$ cat config.mk
export PLATFORM = sky130hd
export DESIGN_NAME = mmae_queue
export DESIGN_NICKNAME = d
export VERILOG_FILES = /design/src/rtl/mmae_pkg.sv /design/src/rtl/mmae_queue.sv
export SDC_FILE = /design/constraint.sdc
export NUM_CORES = 1
export LEC_CHECK = 0
export ABC_AREA = 1
export CAP_MARGIN = 20
export CORE_ASPECT_RATIO = 0.6
export CORE_UTILIZATION = 60
export CTS_BUF_LIST = sky130_fd_sc_hd__clkbuf_8
export DETAILED_ROUTE_END_ITERATION = 12
export DONT_BUFFER_PORTS = 1
export GPL_ROUTABILITY_DRIVEN = 0
export PLACE_DENSITY_LB_ADDON = 0.15
export SETUP_SLACK_MARGIN = 0.1
export SYNTH_ARGS = -nofsm -noshare
export SYNTH_HDL_FRONTEND = slang
export SYNTH_SLANG_ARGS = --single-unit
$ cat constraint.sdc
create_clock -name clock -period 3.1 [get_ports clock]
set_input_delay 0.31 -clock clock [delete_from_list [all_inputs] [get_ports clock]]
set_output_delay 0.31 -clock clock [all_outputs]
set_load 0.01 [all_outputs]
$ cat src/rtl/mmae_pkg.sv
// mmae_pkg: shared types and constants of the matrix multiply-accumulate engine
// no dependencies

package mmae_pkg;

   localparam int IDX_W       = 6;
   localparam int MAX_DIM     = 1 << IDX_W;
   localparam int DIM_W       = 7;
   localparam int WORD_W      = 32;
   localparam int ADDR_W      = 2 * IDX_W;
   localparam int MEM_DEPTH   = MAX_DIM * MAX_DIM;
   localparam int KIND_W      = 2;
   localparam int REQ_DATA_W  = 48;
   localparam int RSP_DATA_W  = 48;
   localparam int PAYLOAD_W   = 2 * IDX_W + WORD_W;
   localparam int QUEUE_DEPTH = 2;
   localparam int QPTR_W      = $clog2(QUEUE_DEPTH);
   localparam int QCNT_W      = $clog2(QUEUE_DEPTH + 1);

   localparam logic [DIM_W-1:0] DIM_RESET    = DIM_W'(64);
   localparam logic [DIM_W-1:0] DIM_CAPACITY = DIM_W'(MAX_DIM);

   typedef enum logic [KIND_W-1:0] {
      KIND_LEFT  = 2'd0,
      KIND_RIGHT = 2'd1,
      KIND_ACC   = 2'd2,
      KIND_READ  = 2'd3
   } kind_type;

   typedef enum logic [1:0] {
      ST_IDLE,
      ST_RUN,
      ST_DRAIN
   } back_state_type;

   typedef struct packed {
      kind_type           kind;
      logic [WORD_W-1:0]  value;
      logic [IDX_W-1:0]   col;
      logic [IDX_W-1:0]   row;
   } job_type;

   typedef struct packed {
      logic    valid;
      job_type job;
   } push_type;

   typedef struct packed {
      logic [WORD_W-1:0] res_value;
      logic [IDX_W-1:0]  res_col;
      logic [IDX_W-1:0]  res_row;
   } result_type;

endpackage

$ cat src/rtl/mmae_queue.sv
// mmae_queue: short job queue between front and back
// depends on mmae_pkg

module mmae_queue (
   input  logic                 clock,
   input  logic                 reset,
   input  mmae_pkg::push_type   push,
   output logic                 full,
   output logic                 head_valid,
   output mmae_pkg::job_type    head_job,
   input  logic                 pop
);
   import mmae_pkg::*;

   job_type             entry_ff [QUEUE_DEPTH];
   logic [QPTR_W-1:0]   wr_ptr_ff, wr_ptr_in;
   logic [QPTR_W-1:0]   rd_ptr_ff, rd_ptr_in;
   logic [QCNT_W-1:0]   count_ff, count_in;
   logic                do_push, do_pop;

   assign full       = (count_ff == QCNT_W'(QUEUE_DEPTH));
   assign head_valid = (count_ff != '0);
   assign head_job   = entry_ff[rd_ptr_ff];
   assign do_push    = push.valid && !full;
   assign do_pop     = pop && head_valid;

   always_comb begin
      wr_ptr_in = do_push ? wr_ptr_ff + QPTR_W'(1) : wr_ptr_ff;
      rd_ptr_in = do_pop ? rd_ptr_ff + QPTR_W'(1) : rd_ptr_ff;
      count_in  = count_ff;
      if (do_push && !do_pop) begin
         count_in = count_ff + QCNT_W'(1);
      end else if (do_pop && !do_push) begin
         count_in = count_ff - QCNT_W'(1);
      end
   end

   always_ff @(posedge clock) begin
      if (reset) begin
         wr_ptr_ff <= '0;
         rd_ptr_ff <= '0;
         count_ff  <= '0;
      end else begin
         wr_ptr_ff <= wr_ptr_in;
         rd_ptr_ff <= rd_ptr_in;
         count_ff  <= count_in;
      end
   end

   always_ff @(posedge clock) begin
      if (do_push) begin
         entry_ff[wr_ptr_ff] <= push.job;
      end
   end

endmodule

==> metrics.txt, run 1 <==
# TYPE chip_impl_metric gauge
chip_impl_metric{name="cts_max_level",unit=""} 3
chip_impl_metric{name="std_cell_rows",unit=""} 21
chip_impl_metric{name="setup-tns-final",unit="ns"} 0
chip_impl_metric{name="largest_stage_delay_on_the_critical_path",unit="ns"} 0.78
chip_impl_metric{name="synth_edf_count",unit=""} 92
chip_impl_info{name="hp-class",value="in -> reg"} 1
chip_impl_metric{name="final-hold-violation-count",unit=""} 0
chip_impl_info{name="cp_top_family",value="flip-flops"} 1
chip_impl_metric{name="relSlewSlack",unit="%"} 54.1
chip_impl_metric{name="clock_path_buffers",unit=""} 2
chip_impl_info{name="cts.root.buffer_cell",value="sky130_fd_sc_hd__clkbuf_8"} 1
chip_impl_metric{name="synth_cells",unit=""} 180
chip_impl_metric{name="syn-num-nets",unit=""} 231
chip_impl_metric{name="finalClockSkew",unit="ns"} 0.00464
chip_impl_info{name="yosysMostFrequentCell",value="sky130_fd_sc_hd__edfxtp_1"} 1
chip_impl_metric{name="cts_num_sinks",unit=""} 97
chip_impl_metric{name="drv_slew",unit=""} 0
chip_impl_metric{name="hold-worst-slack",unit="ns"} 0.0560
chip_impl_info{name="cts_tree",value="yes"} 1
chip_impl_metric{name="core-area",unit="mm^2"} 0.00581
chip_impl_info{name="synthFlopType",value="sky130_fd_sc_hd__edfxtp_1"} 1
chip_impl_metric{name="report.final.setup_viol",unit=""} 0
chip_impl_metric{name="detailroute.via_count",unit=""} 1527
chip_impl_info{name="rsz_0062_raised_after_global_routing",value="false"} 1
chip_impl_info{name="criticalPathCategory",value="reg -> out"} 1
chip_impl_metric{name="totalWireLength",unit="mm"} 5.66
chip_impl_metric{name="ir_drop",unit="mV"} 0.426
chip_impl_metric{name="track_usage",unit="%"} 18.7
chip_impl_metric{name="worstPathArrival",unit="ns"} 1.86
chip_impl_metric{name="cp.buffers_inverters",unit=""} 1
chip_impl_metric{name="largest_net_degree_at_the_start_of_global_routing",unit=""} 28
chip_impl_metric{name="drv.max_cap_violation_count",unit=""} 0
chip_impl_metric{name="ys_ff_latch",unit=""} 97
chip_impl_metric{name="avgSynthCellArea",unit="um^2"} 20.9
chip_impl_metric{name="place.detailed.hpwl",unit="mm"} 4.05
chip_impl_info{name="regToRegStartpoint",value="count_ff[1]"} 1
chip_impl_metric{name="fmax",unit="GHz"} 0.461
chip_impl_info{name="outcome",value="finished, final reports clean"} 1
chip_impl_metric{name="postCtsHoldBufs",unit=""} 0
chip_impl_info{name="holdPathEnd",value="entry_ff[1][32]"} 1
chip_impl_metric{name="insertedDiodeCount",unit=""} 0
chip_impl_metric{name="yosysWarningCount",unit=""} 0
chip_impl_metric{name="detail_route.drc_violations",unit=""} 0
chip_impl_info{name="cpMaxStageDelayCell",value="sky130_fd_sc_hd__dfxtp_2"} 1
chip_impl_metric{name="netlist.area_leader.share",unit="%"} 73.4
chip_impl_metric{name="grt_antenna_before_repair",unit=""} 0
chip_impl_metric{name="netlist_area",unit="mm^2"} 0.00377
chip_impl_metric{name="synth_cell_types",unit=""} 15
chip_impl_metric{name="io_buffer_count",unit=""} 0
chip_impl_info{name="synth_top_cell_by_area",value="sky130_fd_sc_hd__edfxtp_1"} 1
chip_impl_metric{name="timing.reg2reg.worst_path_depth",unit=""} 4
chip_impl_metric{name="global_route.usage.met1",unit="%"} 21.1
chip_impl_metric{name="timing.critical_path.fanout_max",unit=""} 27
chip_impl_metric{name="tightest_slew",unit="ns"} 0.688
chip_impl_metric{name="worst_setup_hold_path_clk_slew",unit="ns"} 0.09
chip_impl_metric{name="first_global_vias",unit=""} 1653
chip_impl_info{name="critical_path.cell_chain",value="buf_12 > mux2_2"} 1
chip_impl_info{name="crit-reg2reg-capture",value="entry_ff[0][19]"} 1
chip_impl_metric{name="seq_area_frac_synth",unit="%"} 76.0
chip_impl_metric{name="top_level_ports",unit=""} 98
chip_impl_metric{name="power.density_cell_area",unit="mW/mm^2"} 792
chip_impl_metric{name="period_needed",unit="ns"} 2.17
chip_impl_metric{name="leakage",unit="nW"} 1.41
chip_impl_metric{name="route.antenna.remaining_nets",unit=""} 0
chip_impl_info{name="cp-end-kind",value="primary output"} 1
chip_impl_metric{name="drtPass1Iterations",unit=""} 4
chip_impl_metric{name="fin_nets",unit=""} 240
chip_impl_metric{name="grt_pass1_wl",unit="mm"} 8.90
chip_impl_info{name="critical_path_source_type",value="register"} 1
chip_impl_metric{name="timing.hold.worst_path_depth",unit=""} 0
chip_impl_metric{name="met3_track_demand_over_resource",unit="%"} 11.6
chip_impl_metric{name="detail_route.iter0.violations",unit=""} 52
chip_impl_metric{name="cts_inserted_buffers",unit=""} 9
chip_impl_metric{name="layout-drive-gt1-share",unit="%"} 34.5
chip_impl_metric{name="multiInputGateArea",unit="um^2"} 797
chip_impl_info{name="post_synth_main_area_contributors",value="sky130_fd_sc_hd__edfxtp_1 73%, sky130_fd_sc_hd__mux2_4 16%, sky130_fd_sc_hd__dfxtp_1 2.7%, sky130_fd_sc_hd__buf_12 2.1%, sky130_fd_sc_hd__mux2_2 1.8%"} 1
chip_impl_metric{name="dieWidth",unit="um"} 104
chip_impl_info{name="gr-max-usage-layer",value="met2"} 1
chip_impl_metric{name="rrSetupSlack",unit="ns"} 1.27
chip_impl_metric{name="filler_cell_count",unit=""} 368
chip_impl_metric{name="period_share",unit="%"} 70.0
chip_impl_metric{name="routedWlPerCell",unit="um"} 20.7
chip_impl_metric{name="fp.dieH",unit="um"} 63.4
chip_impl_metric{name="clk-insertion-delay-late",unit="ns"} 0.34
chip_impl_metric{name="floorplan.initialDensity",unit="%"} 64.9
chip_impl_info{name="critical_hold_path_startpoint",value="push[32]"} 1
chip_impl_metric{name="timing.critical_path.required",unit="ns"} 2.79
chip_impl_metric{name="fp.dieArea",unit="mm^2"} 0.00661
chip_impl_metric{name="post-cts-setup-buffer-count",unit=""} 0
chip_impl_metric{name="gr-total-overflow",unit=""} 0
chip_impl_metric{name="postSynth.asyncResetShare",unit="%"} 0
chip_impl_metric{name="cts_resized",unit=""} 0
chip_impl_metric{name="register_area",unit="mm^2"} 0.00286
chip_impl_metric{name="via_per_inst",unit=""} 5.57
chip_impl_info{name="post_synth_most_frequent_cells",value="92 x sky130_fd_sc_hd__edfxtp_1, 40 x sky130_fd_sc_hd__mux2_4, 8 x sky130_fd_sc_hd__inv_1, 8 x sky130_fd_sc_hd__nor2_1, 7 x sky130_fd_sc_hd__nand2_1"} 1
chip_impl_metric{name="flow.area_growth_from_synthesis",unit="%"} 6.11
chip_impl_metric{name="met2_usage",unit="%"} 29.4
kinds of logic (layout without fill, tap and decap cells):
kind of cell,Yosys count,after routing,synth area share (%)
fa+ha+maj,1,1,0.332
buf+inv,13,27,3.22
mux,46,46,17.7
compound gates,5,5,0.764
flops,97,97,76.0
simple gates,18,18,1.93
metal layers:
layer  part of all wire, %  vias to the layer above
met1                    39                      748
met5                     0                        -
met3                    12                        6
met4                  0.69                        0
li1                      -                      705
met2                    48                       68
through the flow:
stage / setup slack [ns] / total power [mW] / utilization [%] / std cells / cell area (um^2)
after floorplan: 0.242 / 2.43 / - / 180 / 3770
after global placement: 1.36 / 2.47 / 65.9 / 258 / 3830
after detailed placement: 1.25 / 2.52 / 65.9 / 258 / 3830
after CTS: 0.918 / 3.20 / 68.8 / 274 / 4000
after global routing: 0.870 / 3.31 / 68.8 / 274 / 4000
final: 0.931 / 3.16 / 68.8 / 274 / 4000
worst max path at each step:
stage	start	cells past startpoint	end	slack [ns]
floorplan	count_ff[1]	3	entry_ff[1][0]	0.24
global placement	register	2	head_job[30]	1.36
detailed placement	count_ff[1]	4	entry_ff[0][16]	1.25
CTS	register	2	head_job[29]	0.92
global route	register	2	head_job[29]	0.87
finish	register	2	head_job[29]	0.93
final cells by class:
class	count	share of cell area, %
timing repair buffer	3	0.877
clock inverter	7	1.16
tap	80	2.50
inverter	8	0.751
sequential	97	71.7
multi-input combinational	70	19.9
clock buffer	9	3.10
cell usage in the layout, fill, tap and decap left out, types with 2 or more instances in the layout:
cell type	synthesis	final
sky130_fd_sc_hd__mux2_2	6	6
sky130_fd_sc_hd__nor2_1	8	6
sky130_fd_sc_hd__clkinv_1	0	2
sky130_fd_sc_hd__nor2_4	0	2
sky130_fd_sc_hd__clkbuf_8	0	9
sky130_fd_sc_hd__mux2_4	40	40
sky130_fd_sc_hd__dfxtp_1	5	4
sky130_fd_sc_hd__a21oi_1	2	2
sky130_fd_sc_hd__nand2_1	7	7
sky130_fd_sc_hd__clkinv_4	0	2
sky130_fd_sc_hd__buf_4	0	2
sky130_fd_sc_hd__edfxtp_1	92	92
sky130_fd_sc_hd__inv_1	8	8
sky130_fd_sc_hd__o21ai_0	2	2
sky130_fd_sc_hd__nand3_1	2	2
where the power goes:
part	internal, mW	switching (mW)
logic	0.328	0.399
clock network	0.290	0.395
registers	1.66	0.0945
sequential cells by signal, indices dropped and copies added (netlist names), named ones only:
name / flops
count_ff: 2
entry_ff: 92
rd_ptr_ff: 1
wr_ptr_ff: 1
Note: power is estimated with default switching activity, not from simulation.
==> run 2: changes to the inputs <==
CORE_UTILIZATION = 59   (was 60)
clock period = 1.9 ns   (was 3.1 ns; I/O delays follow)
==> run 2 against run 1 <==
Effect of this change:
- final area grew 12%
- largest power group unchanged
- register-to-register slack lost 1.0 ns
- largest cell class unchanged
- sequential cell count is the same
- sequential share of layout area shrank 7.8 points
- highest routed layer unchanged
- via count grew 15%
==> metrics.txt, run 2 (synthesis results as in run 1) <==
# TYPE chip_impl_metric gauge
chip_impl_metric{name="gr-total-overflow",unit=""} 0
chip_impl_metric{name="place.detailed.instances",unit=""} 265
chip_impl_info{name="cts_tree",value="yes"} 1
chip_impl_metric{name="period_needed",unit="ns"} 1.65
chip_impl_metric{name="cts_max_level",unit=""} 3
chip_impl_info{name="cts.root.buffer_cell",value="sky130_fd_sc_hd__clkbuf_8"} 1
chip_impl_metric{name="cts_num_sinks",unit=""} 97
chip_impl_metric{name="route.antenna.remaining_nets",unit=""} 0
chip_impl_info{name="leading_cell_types_in_the_layout_fill_and_taps_excluded",value="92 x sky130_fd_sc_hd__edfxtp_1, 46 x sky130_fd_sc_hd__dlygate4sd3_1, 40 x sky130_fd_sc_hd__mux2_4"} 1
chip_impl_metric{name="rrSetupSlack",unit="ns"} 0.25
chip_impl_metric{name="timing.hold.worst_path_depth",unit=""} 2
chip_impl_info{name="timing.critical_path.from",value="count_ff[0]"} 1
chip_impl_metric{name="worst_setup_hold_path_clk_slew",unit="ns"} 0.08
chip_impl_info{name="regToRegStartpoint",value="count_ff[0]"} 1
chip_impl_metric{name="worstPathArrival",unit="ns"} 1.93
chip_impl_metric{name="timing.critical_path.fanout_max",unit=""} 4
chip_impl_info{name="outcome",value="finished, final reports clean"} 1
chip_impl_metric{name="report.final.setup_viol",unit=""} 0
chip_impl_metric{name="first_global_vias",unit=""} 1817
chip_impl_metric{name="via_per_inst",unit=""} 5.38
chip_impl_metric{name="timing.reg2reg.worst_path_depth",unit=""} 9
chip_impl_metric{name="floorplan.initialDensity",unit="%"} 61.4
chip_impl_metric{name="layout-drive-gt1-share",unit="%"} 28.4
chip_impl_metric{name="timing.critical_path.required",unit="ns"} 2.19
chip_impl_metric{name="top_level_ports",unit=""} 98
chip_impl_metric{name="std_cell_rows",unit=""} 22
chip_impl_metric{name="cts_inserted_buffers",unit=""} 9
chip_impl_metric{name="power.share.switching",unit="%"} 28.3
chip_impl_metric{name="insertedDiodeCount",unit=""} 0
chip_impl_metric{name="detail_route.drc_violations",unit=""} 0
chip_impl_metric{name="period_share",unit="%"} 86.7
chip_impl_metric{name="totalWireLength",unit="mm"} 6.10
chip_impl_info{name="largest-register",value="entry_ff"} 1
chip_impl_metric{name="filler_cell_count",unit=""} 374
chip_impl_info{name="rsz_0062_raised_after_global_routing",value="false"} 1
chip_impl_info{name="critical_hold_path_startpoint",value="pop"} 1
chip_impl_metric{name="io_buffer_count",unit=""} 0
chip_impl_metric{name="detail_route.iter0.violations",unit=""} 145
chip_impl_metric{name="final-hold-violation-count",unit=""} 0
chip_impl_info{name="crit-reg2reg-capture",value="count_ff[1]"} 1
chip_impl_metric{name="largest_reg_flops",unit=""} 92
chip_impl_info{name="cp-end-kind",value="register"} 1
chip_impl_metric{name="ir_drop",unit="mV"} 0.645
chip_impl_metric{name="track_usage",unit="%"} 20.2
chip_impl_metric{name="finalClockSkew",unit="ns"} 0.00584
chip_impl_metric{name="multiInputGateArea",unit="um^2"} 805
chip_impl_metric{name="drv_slew",unit=""} 0
chip_impl_metric{name="post-cts-setup-buffer-count",unit=""} 0
chip_impl_metric{name="fp.dieArea",unit="mm^2"} 0.00672
chip_impl_metric{name="relSlewSlack",unit="%"} 74.2
chip_impl_info{name="hp-class",value="in -> reg"} 1
chip_impl_metric{name="clk-insertion-delay-late",unit="ns"} 0.35
chip_impl_metric{name="fp.dieH",unit="um"} 63.9
chip_impl_metric{name="clock_path_buffers",unit=""} 2
chip_impl_metric{name="drtPass1Iterations",unit=""} 4
chip_impl_metric{name="flow.area_growth_from_synthesis",unit="%"} 19.1
chip_impl_metric{name="fmax",unit="GHz"} 0.607
chip_impl_metric{name="power_frac_comb",unit="%"} 26.1
chip_impl_metric{name="fin_util",unit="%"} 73.1
chip_impl_metric{name="dieWidth",unit="um"} 105
chip_impl_info{name="criticalPathCategory",value="reg -> reg"} 1
chip_impl_metric{name="leakage",unit="nW"} 1.62
chip_impl_info{name="critical_path_source_type",value="register"} 1
chip_impl_metric{name="place.detailed.hpwl",unit="mm"} 3.60
chip_impl_info{name="commonest_non_fill_non_tap_cell_in_the_layout",value="sky130_fd_sc_hd__edfxtp_1"} 1
chip_impl_metric{name="power_frac_seq",unit="%"} 53.1
chip_impl_metric{name="core-area",unit="mm^2"} 0.00614
chip_impl_metric{name="drv.max_cap_violation_count",unit=""} 0
chip_impl_metric{name="netSwitchingPower",unit="mW"} 1.49
chip_impl_metric{name="register_area",unit="mm^2"} 0.00286
chip_impl_metric{name="grt_antenna_before_repair",unit=""} 0
chip_impl_metric{name="grt_pass1_wl",unit="mm"} 9.72
chip_impl_metric{name="routedWlPerCell",unit="um"} 18.7
chip_impl_metric{name="final_cells",unit=""} 327
chip_impl_metric{name="clock_power_share",unit="%"} 20.8
chip_impl_info{name="reg_top3",value="entry_ff x92, count_ff x2"} 1
chip_impl_metric{name="power.density_cell_area",unit="mW/mm^2"} 1180
chip_impl_metric{name="largest_net_degree_at_the_start_of_global_routing",unit=""} 33
chip_impl_metric{name="fin_nets",unit=""} 289
chip_impl_metric{name="detailroute.via_count",unit=""} 1760
chip_impl_metric{name="tightest_slew",unit="ns"} 0.386
chip_impl_metric{name="internal_power",unit="mW"} 3.78
## run 2: cell types whose count changed in the layout (fill, tap and decap cells not counted), sizes merged
cell / delta
buf: +3
clkinvlp: +1
clkinv: -2
inv: +1
dlygate4sd3: +46
## run 2: timing repair
| action | 4_1_cts | 5_1_grt |
|---|---|---|
| hold buffers | 46 | 0 |
| hold endpoints to repair | 92 | 0 |
| endpoints found under the setup margin | 0 | 1 |
| gates resized for setup | 0 | 1 |
## run 2: power by group through the flow
stage | combinational (mW) | sequential, mW | clock (mW)
after floorplan | 1.14 | 2.82 | 0
after global placement | 1.23 | 2.82 | 0
after detailed placement | 1.28 | 2.84 | 0
after CTS | 1.38 | 2.79 | 1.13
after global routing | 1.48 | 2.83 | 1.22
final | 1.38 | 2.80 | 1.10
## run 2: cell type report
type	instances	share of cell area, %
clock inverters	7	0.893
clock buffers	9	2.76
multi-input cells	70	17.9
repair buffers	52	11.5
well taps	84	2.34
flip-flops and latches	97	63.8
inverters	8	0.669
## run 2: worst max-delay path by stage
stage	to	slack, ns	cells past startpoint
2_1_floorplan	entry_ff[0][0]	-0.20	3
3_3_place_gp	count_ff[1]	0.48	9
3_5_place_dp	count_ff[1]	0.33	9
4_1_cts	head_job[32]	0.31	2
5_1_grt	count_ff[1]	0.10	9
6_report	count_ff[1]	0.25	9
## run 2: metal layers
metal	track usage, %	wire length (um)	up-vias
li1	-	-	801
met2	34.5	3120	78
met1	23.3	2390	869
met5	0	0	-
met3	8.67	498	12
met4	6.69	87	0
## run 2: through the flow
stage / cell area, um^2 / hold slack [ns] / setup WS, ns / TNS, ns / power, mW
finish: 4490 / 0.0453 / 0.253 / 0 / 5.27
global route: 4490 / 0.0430 / 0.104 / 0 / 5.53
CTS: 4480 / 0.0249 / 0.310 / 0 / 5.30
detailed placement: 3850 / 0.289 / 0.333 / 0 / 4.13
global placement: 3850 / 0.289 / 0.480 / 0 / 4.06
floorplan: 3770 / 0.289 / -0.195 / -17.97 / 3.96
## run 2: worst max-delay path, stage by stage (launching register included)
cell and delay [ns]:
sky130_fd_sc_hd__dfxtp_1 0.44, sky130_fd_sc_hd__inv_1 0.12, sky130_fd_sc_hd__nand2_1 0.20, sky130_fd_sc_hd__nand2_1 0.09, sky130_fd_sc_hd__ha_1 0.31, sky130_fd_sc_hd__inv_1 0.10, sky130_fd_sc_hd__nand3_1 0.11, sky130_fd_sc_hd__nand2_1 0.07
sky130_fd_sc_hd__inv_1 0.04, sky130_fd_sc_hd__nor2_1 0.09
