===== src/rtl/mmae_pkg.sv =====
// mmae_pkg: shared types and constants of the matrix multiply-accumulate engine
// no dependencies

package mmae_pkg;

   localparam int IDX_W       = 6;
   localparam int MAX_DIM     = 1 << IDX_W;
   localparam int DIM_W       = 7;
   localparam int WORD_W      = 32;
   localparam int ADDR_W      = 2 * IDX_W;
   localparam int MEM_DEPTH   = MAX_DIM * MAX_DIM;
   localparam int KIND_W      = 2;
   localparam int REQ_DATA_W  = 48;
   localparam int RSP_DATA_W  = 48;
   localparam int PAYLOAD_W   = 2 * IDX_W + WORD_W;
   localparam int QUEUE_DEPTH = 2;
   localparam int QPTR_W      = $clog2(QUEUE_DEPTH);
   localparam int QCNT_W      = $clog2(QUEUE_DEPTH + 1);

   localparam logic [DIM_W-1:0] DIM_RESET    = DIM_W'(64);
   localparam logic [DIM_W-1:0] DIM_CAPACITY = DIM_W'(MAX_DIM);

   typedef enum logic [KIND_W-1:0] {
      KIND_LEFT  = 2'd0,
      KIND_RIGHT = 2'd1,
      KIND_ACC   = 2'd2,
      KIND_READ  = 2'd3
   } kind_type;

   typedef enum logic [1:0] {
      ST_IDLE,
      ST_RUN,
      ST_DRAIN
   } back_state_type;

   typedef struct packed {
      kind_type           kind;
      logic [WORD_W-1:0]  value;
      logic [IDX_W-1:0]   col;
      logic [IDX_W-1:0]   row;
   } job_type;

   typedef struct packed {
      logic    valid;
      job_type job;
   } push_type;

   typedef struct packed {
      logic [WORD_W-1:0] res_value;
      logic [IDX_W-1:0]  res_col;
      logic [IDX_W-1:0]  res_row;
   } result_type;

endpackage


===== src/rtl/mmae_front.sv =====
// mmae_front: size register, range check and drop of out-of-range items
// depends on mmae_pkg

module mmae_front (
   input  logic                          clock,
   input  logic                          reset,
   input  logic                          csr_we,
   input  logic [mmae_pkg::DIM_W-1:0]    csr_wdata,
   input  logic                          req_tvalid,
   output logic                          req_tready,
   input  mmae_pkg::job_type             req_job,
   input  logic                          queue_full,
   output mmae_pkg::push_type            push,
   output logic [mmae_pkg::DIM_W-1:0]    size_in_use
);
   import mmae_pkg::*;

   logic [DIM_W-1:0] dim_ff;
   logic [DIM_W-1:0] dim_in;
   logic             in_range;

   assign dim_in = csr_we ? csr_wdata : dim_ff;

   always_ff @(posedge clock) begin
      if (reset) begin
         dim_ff <= DIM_RESET;
      end else begin
         dim_ff <= dim_in;
      end
   end

   assign size_in_use = (dim_ff > DIM_CAPACITY) ? DIM_CAPACITY : dim_ff;
   assign in_range    = ({1'b0, req_job.row} < size_in_use) &&
                        ({1'b0, req_job.col} < size_in_use);
   assign req_tready  = !queue_full;

   always_comb begin
      push.valid = req_tvalid && req_tready && in_range;
      push.job   = req_job;
   end

endmodule


===== config.mk =====
export PLATFORM = sky130hd
export DESIGN_NAME = mmae_front
export DESIGN_NICKNAME = d
export VERILOG_FILES = /design/src/rtl/mmae_pkg.sv /design/src/rtl/mmae_front.sv
export SDC_FILE = /design/constraint.sdc
export NUM_CORES = 1
export LEC_CHECK = 0
export ABC_CLOCK_PERIOD_IN_PS = 5700
export BUFFER_PORTS_ARGS = -buffer_cell sky130_fd_sc_hd__buf_4
export CAP_MARGIN = 10
export CELL_PAD_IN_SITES_DETAIL_PLACEMENT = 0
export CELL_PAD_IN_SITES_GLOBAL_PLACEMENT = 1
export CORE_UTILIZATION = 21
export CTS_BUF_LIST = sky130_fd_sc_hd__clkbuf_4 sky130_fd_sc_hd__clkbuf_8 sky130_fd_sc_hd__clkbuf_16
export CTS_CLUSTER_DIAMETER = 100
export DETAILED_ROUTE_END_ITERATION = 6
export GPL_TIMING_DRIVEN = 0
export PLACE_DENSITY_LB_ADDON = 0.15
export SYNTH_ARGS = -nofsm -noshare
export SYNTH_HDL_FRONTEND = slang
export SYNTH_SLANG_ARGS = --single-unit
export TNS_END_PERCENT = 10

===== constraint.sdc =====
create_clock -name clock -period 5.7 [get_ports clock]
set_clock_uncertainty 0.2 [all_clocks]
set_input_delay 0.285 -clock clock [delete_from_list [all_inputs] [get_ports clock]]
set_output_delay 0.285 -clock clock [all_outputs]
set_load 0.02 [all_outputs]

==> impl_metrics.csv, run 1 <==
group,metric,value,unit
layout,finalInstanceArea,0.00156,mm2
yosys,synth.top_cell.area_share,0.396,
yosys,netlist_area,872,um2
timing,fin_crit,2.70,ns
floorplanning,dieWidth,66.4,um
yosys,syn_inst,109,
global_routing,grt_overflow,0,
layout,layout-drive-gt1-share,0.679,
routing,wl_per_cell,9.39,um
cts,worstSkewPairLatency,0.22,ns
layout,largest_reg_flops,7,
floorplanning,die_h,66.4,um
global_routing,grt_pass1_wl,3180,um
timing,rsz0062_at_grt,"no",
global_routing,grt.busiest_layer,"met2",
power,leakagePower,0.911,nW
power,p_per_area,153,mW/mm2
global_routing,antenna_found_initial,0,
power,peakVddDrop,0.0000970,V
cts,cts_root_buffer,"clkbuf_8",
timing,finalSetupTns,0,ns
cts,cts_buffer_depth,2,
timing,drv_slew,0,
yosys,synth_compound_area_frac,0.0918,
cts,cts_num_sinks,7,
run_status,outcome,"finished clean",
global_routing,grtUsageMet3,0.0155,
timing,max_slew.worst_pin.slew,0.228,ns
cts,path_clk_slew,0.04,ns
setup_path,start_kind,"flip-flop",
floorplanning,core-area,0.00400,mm2
routing,wl,2250,um
placed_design,dpl-instance-area,0.00151,mm2
layout,n_fill_cell,441,
placed_design,routabilityCongestion,0.658,
cts,htreeDepth,1,
floorplanning,fp.dieArea,0.00441,mm2
yosys,ys_types,20,
layout,fin_nets,259,
yosys,synthXorXnorAreaFrac,0,
yosys,synth_top_family_by_area,"buffers and inverters",
layout,top_regs,"dim_ff (7)",
global_routing,grt_usage,0.0962,
global_routing,use_met2,0.186,
setup_path,cp-end-kind,"output port",
routing,drc,0,
timing,hold_violations,0,
yosys,syn_area_per_cell,8.00,um2
yosys,yosysTopAreaCell,"buf_4",
yosys,ys_top_cells_by_area,"buf_4 40%, dfxtp_1 16%, ha_1 14%, mux2i_1 6.9%, inv_1 3.4%",
routing,first_iter_violations,9,
layout,final_cells,240,
layout,diodes,0,
yosys,yosys.area_share.adder,0.143,
yosys,synth_mux_area_frac,0.0689,
timing,period_share,0.474,
run,maxCapViolCount,0,
yosys,synth-seq-area-share,0.161,
placed_design,placedCellCount,236,
layout,max_flop_register,"dim_ff",
timing,timing.fmax,370,MHz
yosys,synthSimpleGateAreaFrac,0.0947,
placed_design,portBuffers,77,
routing,via_count,941,
global_routing,grt_max_degree,9,
cts,ctsHoldBuffers,0,
yosys,syn-num-nets,177,
floorplanning,rows,23,
global_routing,grtUsageMet1,0.0946,
routing,vias_per_cell,3.92,
routing,antenna_left,0,
yosys,yosys_warnings,0,
routing,firstDrtPassIters,4,
cts,cts_buffers,3,
layout,area_growth,79.1,%
power,total_power,240,uW
floorplanning,num_io_pins,113,
cts,postCtsSetupBuffers,0,
global_routing,first_global_vias,804,
cts,post_cts_resized,0,
setup_path,cp.arrival,2.22,ns
timing,slew_headroom,0.848,
floorplanning,initial_core_util,0.218,
timing,setup_violations,0,
setup_path,cp.required,5.22,ns
hold_path,hold_class,"in -> reg",
cts,tritoncts,"built",
setup_path,worstSetupPathType,"reg -> out",
yosys,synth_seq_cells,7,
setup_path,path_max_fanout,7,
## path summary, 6_finish.rpt
check,start,endpoint,slack [ns],depth (start not counted)
max reg2reg,dim_ff[6]$_SDFFE_PP1P_,dim_ff[6]$_SDFFE_PP1P_,4.72,2
max,dim_ff[6]$_SDFFE_PP1P_,push[46],3.00,8
min reg2reg,dim_ff[3]$_SDFFE_PP0P_,dim_ff[3]$_SDFFE_PP0P_,0.29,2
min,reset,dim_ff[4]$_SDFFE_PP0P_,0.07,2
## through the flow
stage          setup slack [ns]  utilization  hold WS, ns
5_1_grt                    2.82        0.390       0.0732
3_5_place_dp               3.21        0.378        0.287
3_3_place_gp               3.27        0.378        0.280
2_1_floorplan              3.44            -        0.157
6_report                   3.00        0.390       0.0720
4_1_cts                    2.97        0.390       0.0692
## worst max-delay path: stages (launching register included)
cell      delay, ns
dfxtp_1        0.33
inv_1          0.20
nand2_1        0.14
ha_1           0.33
a211o_1        0.27
a31oi_1        0.13
o21ai_1        0.11
a221oi_2       0.30
buf_4          0.19
## power breakdown
part           switching, mW  internal, mW
Sequential           0.00196        0.0523
Clock                 0.0198        0.0530
Combinational         0.0501        0.0624
Total                 0.0719         0.168
## logic make-up after synthesis
| kind of cell | after synthesis |
|---|---|
| buffers and inverters | 56 |
| AND/OR/NAND/NOR | 19 |
| AO/OA/AOI/OAI | 11 |
| adder cells (fa/ha/maj) | 10 |
| flip-flops | 7 |
| multiplexers | 6 |
## metal layers
metal,routed length [um],vias up
met1,785,393
met5,0,-
met2,1170,75
li1,-,468
met3,263,5
met4,40,0
## final cells by class
type | instances | area [um2] | share of cell area
Sequential cell | 7 | 140 | 0.0897
Tap cell | 50 | 62.6 | 0.0401
Timing Repair Buffer | 77 | 578 | 0.370
Buffer | 48 | 354 | 0.227
Multi-Input combinational cell | 46 | 348 | 0.223
Clock buffer | 4 | 48.8 | 0.0312
Inverter | 8 | 30.0 | 0.0192
## placed cells by master (no fill, tap or decap), types with 2 or more instances in the layout
master	instances
nor2_1	6
a21o_1	2
clkbuf_8	3
nand2b_1	2
mux2i_1	6
inv_1	8
ha_1	10
buf_4	123
nor2b_1	2
dfxtp_1	7
a31oi_1	3
nand2_1	8
## cells in the mapped netlist
| master | number |
|---|---|
| a221oi_2 | 1 |
| a21o_1 | 2 |
| clkbuf_1 | 1 |
| dfxtp_1 | 7 |
| nand3_1 | 1 |
| buf_4 | 46 |
| nor2_1 | 6 |
| a21oi_1 | 1 |
| inv_1 | 8 |
| nand2b_1 | 2 |
| a31oi_1 | 3 |
| a211o_1 | 1 |
| buf_2 | 1 |
| o21ai_0 | 1 |
| o211ai_1 | 1 |
| mux2i_1 | 6 |
| ha_1 | 10 |
| o21ai_1 | 1 |
| nor2b_1 | 2 |
| nand2_1 | 8 |
Power figures use the tool's default switching activity.
==> inputs of run 2 (changes only) <==
--- a/config.mk
+++ b/config.mk
@@ -5,12 +5,13 @@
 export SDC_FILE = /design/constraint.sdc
 export NUM_CORES = 1
 export LEC_CHECK = 0
-export ABC_CLOCK_PERIOD_IN_PS = 5700
+export ABC_AREA = 1
+export ABC_CLOCK_PERIOD_IN_PS = 2500
 export BUFFER_PORTS_ARGS = -buffer_cell sky130_fd_sc_hd__buf_4
 export CAP_MARGIN = 10
 export CELL_PAD_IN_SITES_DETAIL_PLACEMENT = 0
 export CELL_PAD_IN_SITES_GLOBAL_PLACEMENT = 1
-export CORE_UTILIZATION = 21
+export CORE_UTILIZATION = 19
 export CTS_BUF_LIST = sky130_fd_sc_hd__clkbuf_4 sky130_fd_sc_hd__clkbuf_8 sky130_fd_sc_hd__clkbuf_16
 export CTS_CLUSTER_DIAMETER = 100
 export DETAILED_ROUTE_END_ITERATION = 6
==> constraint.sdc (replaced) <==
create_clock -name clock -period 2.5 [get_ports clock]
set_clock_uncertainty 0.2 [all_clocks]
set_input_delay 0.125 -clock clock [delete_from_list [all_inputs] [get_ports clock]]
set_output_delay 0.125 -clock clock [all_outputs]
set_load 0.02 [all_outputs]
==> run 2 against run 1 <==
The flow now finishes with violations (DRC). Non-clock buffer count increased by 10. Sequential power increased by 130%. Setup slack got worse by 2.7 ns.
==> impl_metrics.csv, run 2 <==
group,metric,value,unit
floorplanning,core-area,0.00447,mm2
run_status,outcome,"finished, violations left",
timing,slew_headroom,0.864,
floorplanning,num_io_pins,113,
yosys,netlist_top_cells_count,"46 x buf_4, 18 x nand2_1, 13 x nor2_1",
timing,finalSetupTns,0,ns
floorplanning,dieWidth,71.1,um
yosys,syn-num-nets,197,
global_routing,use_met2,0.153,
setup_path,cp.required,2.17,ns
layout,fin_nets,289,
layout,max_flop_register,"dim_ff",
yosys,synth_async_sr_flop_share,0,
timing,timing.fmax,463,MHz
layout,top_regs,"dim_ff (7)",
routing,via_count,1038,
yosys,synth.top_cell.area_share,0.380,
routing,first_iter_violations,35,
power,clkPwrFrac,0.298,
layout,layout_common_cells,"124 x buf_4, 18 x nand2_1, 13 x nor2_1, 11 x inv_1, 10 x ha_1",
yosys,yosysMostFrequentCell,"buf_4",
timing,hold_violations,0,
yosys,ys_types,15,
global_routing,grt_pass1_wl,3490,um
routing,drc,8,
global_routing,first_global_vias,875,
global_routing,grtUsageMet3,0.0171,
cts,worstSkewPairLatency,0.23,ns
yosys,yosysTopAreaCell,"buf_4",
setup_path,cp.arrival,1.84,ns
setup_path,start_kind,"flip-flop",
run,maxCapViolCount,0,
yosys,yosys_warnings,0,
setup_path,slowest_delay,0.33,ns
timing,period_share,0.864,
timing,max_slew.worst_pin.slew,0.203,ns
power,total_power,580,uW
run_status,failed_checks,"DRC",
setup_path,worstSetupPathType,"reg -> out",
floorplanning,initial_core_util,0.203,
floorplanning,fp.dieArea,0.00506,mm2
placed_design,routabilityCongestion,0.661,
yosys,ys_top_cells_by_area,"buf_4 38%, dfxtp_1 15%, ha_1 14%, nand2_1 7.4%, nor2_1 5.4%",
global_routing,grt_max_degree,11,
routing,antenna_left,0,
floorplanning,rows,24,
cts,cts_buffer_depth,2,
power,cellInternalPower,397,uW
timing,fin_crit,2.16,ns
cts,tritoncts,"built",
layout,largest_reg_flops,7,
power,seqPwrFrac,0.215,
global_routing,grtUsageMet1,0.0946,
floorplanning,die_h,71.1,um
yosys,synth_flop_cell,"dfxtp_1",
global_routing,antenna_found_initial,0,
setup_path,crit_slowest_cell,"dfxtp_1",
timing,rsz0062_at_grt,"no",
layout,layout-drive-gt1-share,0.605,
layout,diodes,0,
cts,htreeDepth,1,
yosys,netlist_area,908,um2
hold_path,hold_class,"in -> reg",
routing,firstDrtPassIters,6,
routing,wl,2380,um
placed_design,place_hpwl,2130,um
routing,vias_per_cell,3.82,
power,power.share.switching,0.315,
setup_path,path_max_fanout,10,
yosys,synth-seq-area-share,0.154,
power,p_switching,183,uW
layout,final_common_cell,"buf_4",
setup_path,cp-end-kind,"output port",
cts,cts_root_buffer,"clkbuf_8",
placed_design,portBuffers,78,
setup_path,cpMostUsedCell,"nand2_1",
layout,area_growth,86.9,%
power,leakagePower,0.980,nW
yosys,syn_area_per_cell,7.04,um2
timing,drv_slew,0,
routing,wl_per_cell,8.76,um
yosys,synth_seq_cells,7,
setup_path,path_cells,"inv_2 -> buf_6 -> nand2_1 -> ha_1 -> a21oi_1 -> nand2_1 -> a21oi_1 -> nand2_1 -> nor2_1 -> buf_4",
cts,cts_buffers,3,
cts,path_clk_slew,0.04,ns
yosys,synth-edff-count,0,
power,p_per_area,342,mW/mm2
yosys,syn_inst,129,
global_routing,grt_overflow,0,
power,peakVddDrop,0.000167,V
cts,postCtsSetupBuffers,0,
global_routing,grt_usage,0.0831,
timing,setup_violations,0,
global_routing,grt.busiest_layer,"met2",
power,p_comb_frac,0.487,
cts,cts_num_sinks,7,
-- run 2: cell types whose count changed in the layout (fill, tap and decap cells not counted), moves of 2 or more --
cell	delta
o21ai_0	+6
nand2_4	+2
mux2i_1	-6
a21o_1	-2
nand2_1	+10
nand2b_1	-2
inv_1	+3
a21oi_1	+7
nor2b_1	-2
nor2_1	+7
a31oi_1	-3
dlygate4sd3_1	+9
-- run 2: cell families (layout without fill, tap and decap cells) --
logic type / Yosys count / after routing / synth area share
and+or+nand+nor: 34 / 34 / 0.160
adders and majority gates: 10 / 10 / 0.138
AOI/OAI and AO/OA: 18 / 18 / 0.102
DFF: 7 / 7 / 0.154
buffers and inverters: 60 / 151 / 0.446
-- run 2: per-stage QoR --
step	setup WS [ns]	area, um2	utilization	hold slack, ns	instances
2_1_floorplan	0.655	908	-	0.0247	129
3_3_place_gp	0.541	1560	0.348	0.140	259
3_5_place_dp	0.554	1560	0.348	0.139	259
6_report	0.339	1700	0.379	0.00848	272
5_1_grt	0.152	1700	0.379	0.0374	272
4_1_cts	0.308	1700	0.379	0.0153	272
-- run 2: worst paths after layout --
check / from / endpoint / slack [ns] / depth (start not counted)
worst max-delay path: dim_ff[6]$_SDFFE_PP1P_ / push[46] / 0.34 / 10
worst min-delay path: csr_we / dim_ff[2]$_SDFFE_PP0P_ / 0.008 / 3
worst max register to register: dim_ff[6]$_SDFFE_PP1P_ / dim_ff[6]$_SDFFE_PP1P_ / 0.98 / 4
worst min register to register: dim_ff[0]$_SDFFE_PP0P_ / dim_ff[0]$_SDFFE_PP0P_ / 0.30 / 2
-- run 2: layer usage --
metal | vias up | routed length [um]
met5 | - | 0
met4 | 0 | 25
met1 | 429 | 862
li1 | 538 | -
met3 | 3 | 303
met2 | 68 | 1190
-- run 2: cell type report --
cell class | instances | area, um2
fill | 493 | 2780
timing repair buffer | 87 | 676
multi-input combinational | 62 | 363
buffer | 48 | 360
sequential | 7 | 140
tap | 52 | 65.1
clock buffer | 4 | 48.8
inverter | 12 | 45.0
-- run 2: critical path: cells and delay by family, from the launching register on --
kind            cells  cell delay, ns
flops               1            0.33
fa+ha+maj           1            0.31
compound gates      2            0.25
simple gates        4            0.36
buf+inv             3            0.35
-- run 2: timing repair --
action	CTS	global route
hold buffers	9	0
gates resized for setup	0	0
endpoints found under the hold margin	7	0
-- run 2: power by group through the flow --
stage	combinational, mW	sequential (mW)	clock [mW]
floorplan	0.165	0.125	0
global placement	0.271	0.126	0
detailed placement	0.274	0.127	0
CTS	0.286	0.125	0.173
global route	0.304	0.126	0.182
finish	0.282	0.125	0.173
==> inputs of run 3 (changes only) <==
--- a/config.mk
+++ b/config.mk
@@ -5,7 +5,6 @@
 export SDC_FILE = /design/constraint.sdc
 export NUM_CORES = 1
 export LEC_CHECK = 0
-export ABC_AREA = 1
 export ABC_CLOCK_PERIOD_IN_PS = 2500
 export BUFFER_PORTS_ARGS = -buffer_cell sky130_fd_sc_hd__buf_4
 export CAP_MARGIN = 10
==> run 3 against run 2 <==
The run now ends clean. Critical path depth is 2 lower. Maximum frequency is 6.0% lower. Design area fell by 1.4%. Setup slack lost 0.14 ns. Worst hold slack better by 0.067 ns. Global-route usage up 0.97 points. Sequential power about the same. Combinational power down 4%. First-iteration DRC count is 83% lower. Total power is 2.3% lower. Critical endpoint unchanged. Largest power group unchanged. Highest routed layer unchanged.
==> impl_metrics.csv, run 3 (same netlist as run 1, synthesis figures left out) <==
group,metric,value,unit
cts,tritoncts,"built",
layout,final_common_cell,"buf_4",
global_routing,antenna_found_initial,0,
placed_design,placedCellCount,238,
floorplanning,fp.dieArea,0.00487,mm2
placed_design,dp_slack,0.186,ns
setup_path,start_kind,"flip-flop",
layout,layout-drive-gt1-share,0.680,
timing,slew_headroom,0.849,
power,leakagePower,0.956,nW
hold_path,min_to,"dim_ff[6]$_SDFFE_PP1P_",
cts,cts_buffers,3,
setup_path,r2r_cells,3,
floorplanning,num_io_pins,113,
setup_path,crit_slowest_cell,"dfxtp_2",
timing,max_slew.worst_pin.slew,0.226,ns
floorplanning,dieWidth,69.8,um
timing,setup_violations,0,
timing,finalSetupTns,0,ns
global_routing,grt_pass1_wl,3670,um
placed_design,portBuffers,77,
power,peakVddDrop,0.000114,V
routing,wl,2340,um
cts,cts_root_buffer,"clkbuf_8",
timing,period_share,0.920,
setup_path,path_cells,"inv_4 -> nand2_2 -> ha_1 -> a211o_1 -> a31oi_1 -> o21ai_1 -> a221oi_2 -> buf_4",
setup_path,worstSetupPathType,"reg -> out",
timing,drv_slew,0,
layout,area_growth,92.0,%
global_routing,grt_usage,0.0928,
routing,antenna_left,0,
setup_path,rrSetupSlack,1.16,ns
setup_path,startpoint,"dim_ff[6]$_SDFFE_PP1P_",
setup_path,critPathBufInv,2,
layout,largest_reg_flops,7,
layout,fin_nets,269,
run,maxCapViolCount,0,
routing,first_iter_violations,6,
timing,worst_slack,0.201,ns
global_routing,grt_overflow,0,
setup_path,cp.arrival,1.97,ns
setup_path,critical_path.top_delay_family,"compound AO/OA/AOI/OAI gates",
setup_path,timing.rr.start,"dim_ff[3]$_SDFFE_PP0P_",
cts,worstSkewPairLatency,0.22,ns
layout,final_cells,252,
layout,final_core_util,0.382,
global_routing,first_global_vias,872,
routing,via_count,966,
routing,firstDrtPassIters,4,
cts,cts_buffer_depth,2,
placed_design,routabilityCongestion,0.656,
setup_path,reg2reg_to,"dim_ff[3]$_SDFFE_PP0P_",
routing,vias_per_cell,3.83,
timing,fin_crit,2.30,ns
timing,hold_violations,0,
cts,path_clk_slew,0.04,ns
global_routing,grt_max_degree,9,
run_status,outcome,"finished clean",
setup_path,slowest_delay,0.34,ns
power,p_per_area,338,mW/mm2
layout,top_regs,"dim_ff (7)",
layout,diodes,0,
setup_path,path_max_fanout,7,
cts,htreeDepth,1,
hold_path,hold_class,"in -> reg",
routing,wl_per_cell,9.29,um
routing,drc,0,
floorplanning,rows,24,
floorplanning,initial_core_util,0.199,
floorplanning,die_h,69.8,um
setup_path,cp.required,2.17,ns
layout,layout_common_cells,"125 x buf_4, 10 x ha_1, 8 x dlygate4sd3_1, 7 x inv_1",
floorplanning,core-area,0.00438,mm2
timing,worst_hold_slack,0.0754,ns
setup_path,cp-end-kind,"output port",
hold_path,hp-start,"csr_we",
hold_path,min_path_cells,2,
timing,timing.fmax,435,MHz
cts,cts_num_sinks,7,
layout,max_flop_register,"dim_ff",
timing,rsz0062_at_grt,"no",
-- run 3: cell count changes in the layout (fill, tap and decap cells not counted), moves of 2 or more --
cell      delta
a21o_1       +2
a21oi_1      -7
a31oi_1      +2
inv_1        -4
mux2i_1      +6
nand2_1     -12
nand2_2      +2
nand2_4      -2
nand2b_1     +2
nor2_1       -7
nor2b_1      +2
o21ai_0      -6
-- run 3: area by class of cell --
cell class | count | area (um2)
Timing Repair Buffer | 87 | 673
Tap cell | 52 | 65.1
Clock buffer | 4 | 48.8
Fill cell | 489 | 2710
Multi-Input combinational cell | 46 | 359
Inverter | 8 | 32.5
Sequential cell | 7 | 141
Buffer | 48 | 354
-- run 3: how the worst max path moves through the flow --
stage,slack (ns),to,cells after the start
3_3_place_gp,0.21,push[46],8
4_1_cts,0.02,push[46],8
6_report,0.20,push[46],8
3_5_place_dp,0.19,push[46],8
5_1_grt,0.001,push[46],8
2_1_floorplan,0.40,push[46],7
-- run 3: what timing repair did --
| action | 4_1_cts | 5_1_grt |
|---|---|---|
| gates resized for setup | 1 | 5 |
| pin swaps | 0 | 1 |
| endpoints found under the setup margin | 1 | 1 |
| setup buffers | 0 | 2 |
| endpoints found under the hold margin | 7 | 0 |
| hold buffers | 8 | 0 |
-- run 3: per-layer routing --
metal | up-vias | part of all wire | GRT usage
met1 | 402 | 0.33 | 0.0909
met5 | - | 0 | 0
li1 | 492 | - | -
met3 | 3 | 0.13 | 0.0305
met4 | 0 | 0.0094 | 0.0333
met2 | 69 | 0.53 | 0.179
-- run 3: stage by stage --
step                power, mW  cell area [um2]
floorplan               0.279              872
global placement        0.382             1520
detailed placement      0.385             1520
CTS                     0.570             1640
global route            0.600             1670
finish                  0.567             1670
-- run 3: report_power, final --
| group | internal [mW] | switching, mW | leakage (nW) |
|---|---|---|---|
| Combinational | 0.154 | 0.117 | 0.872 |
| Sequential | 0.119 | 0.00548 | 0.0576 |
| Clock | 0.121 | 0.0491 | 0.0262 |
| Total | 0.395 | 0.172 | 0.956 |
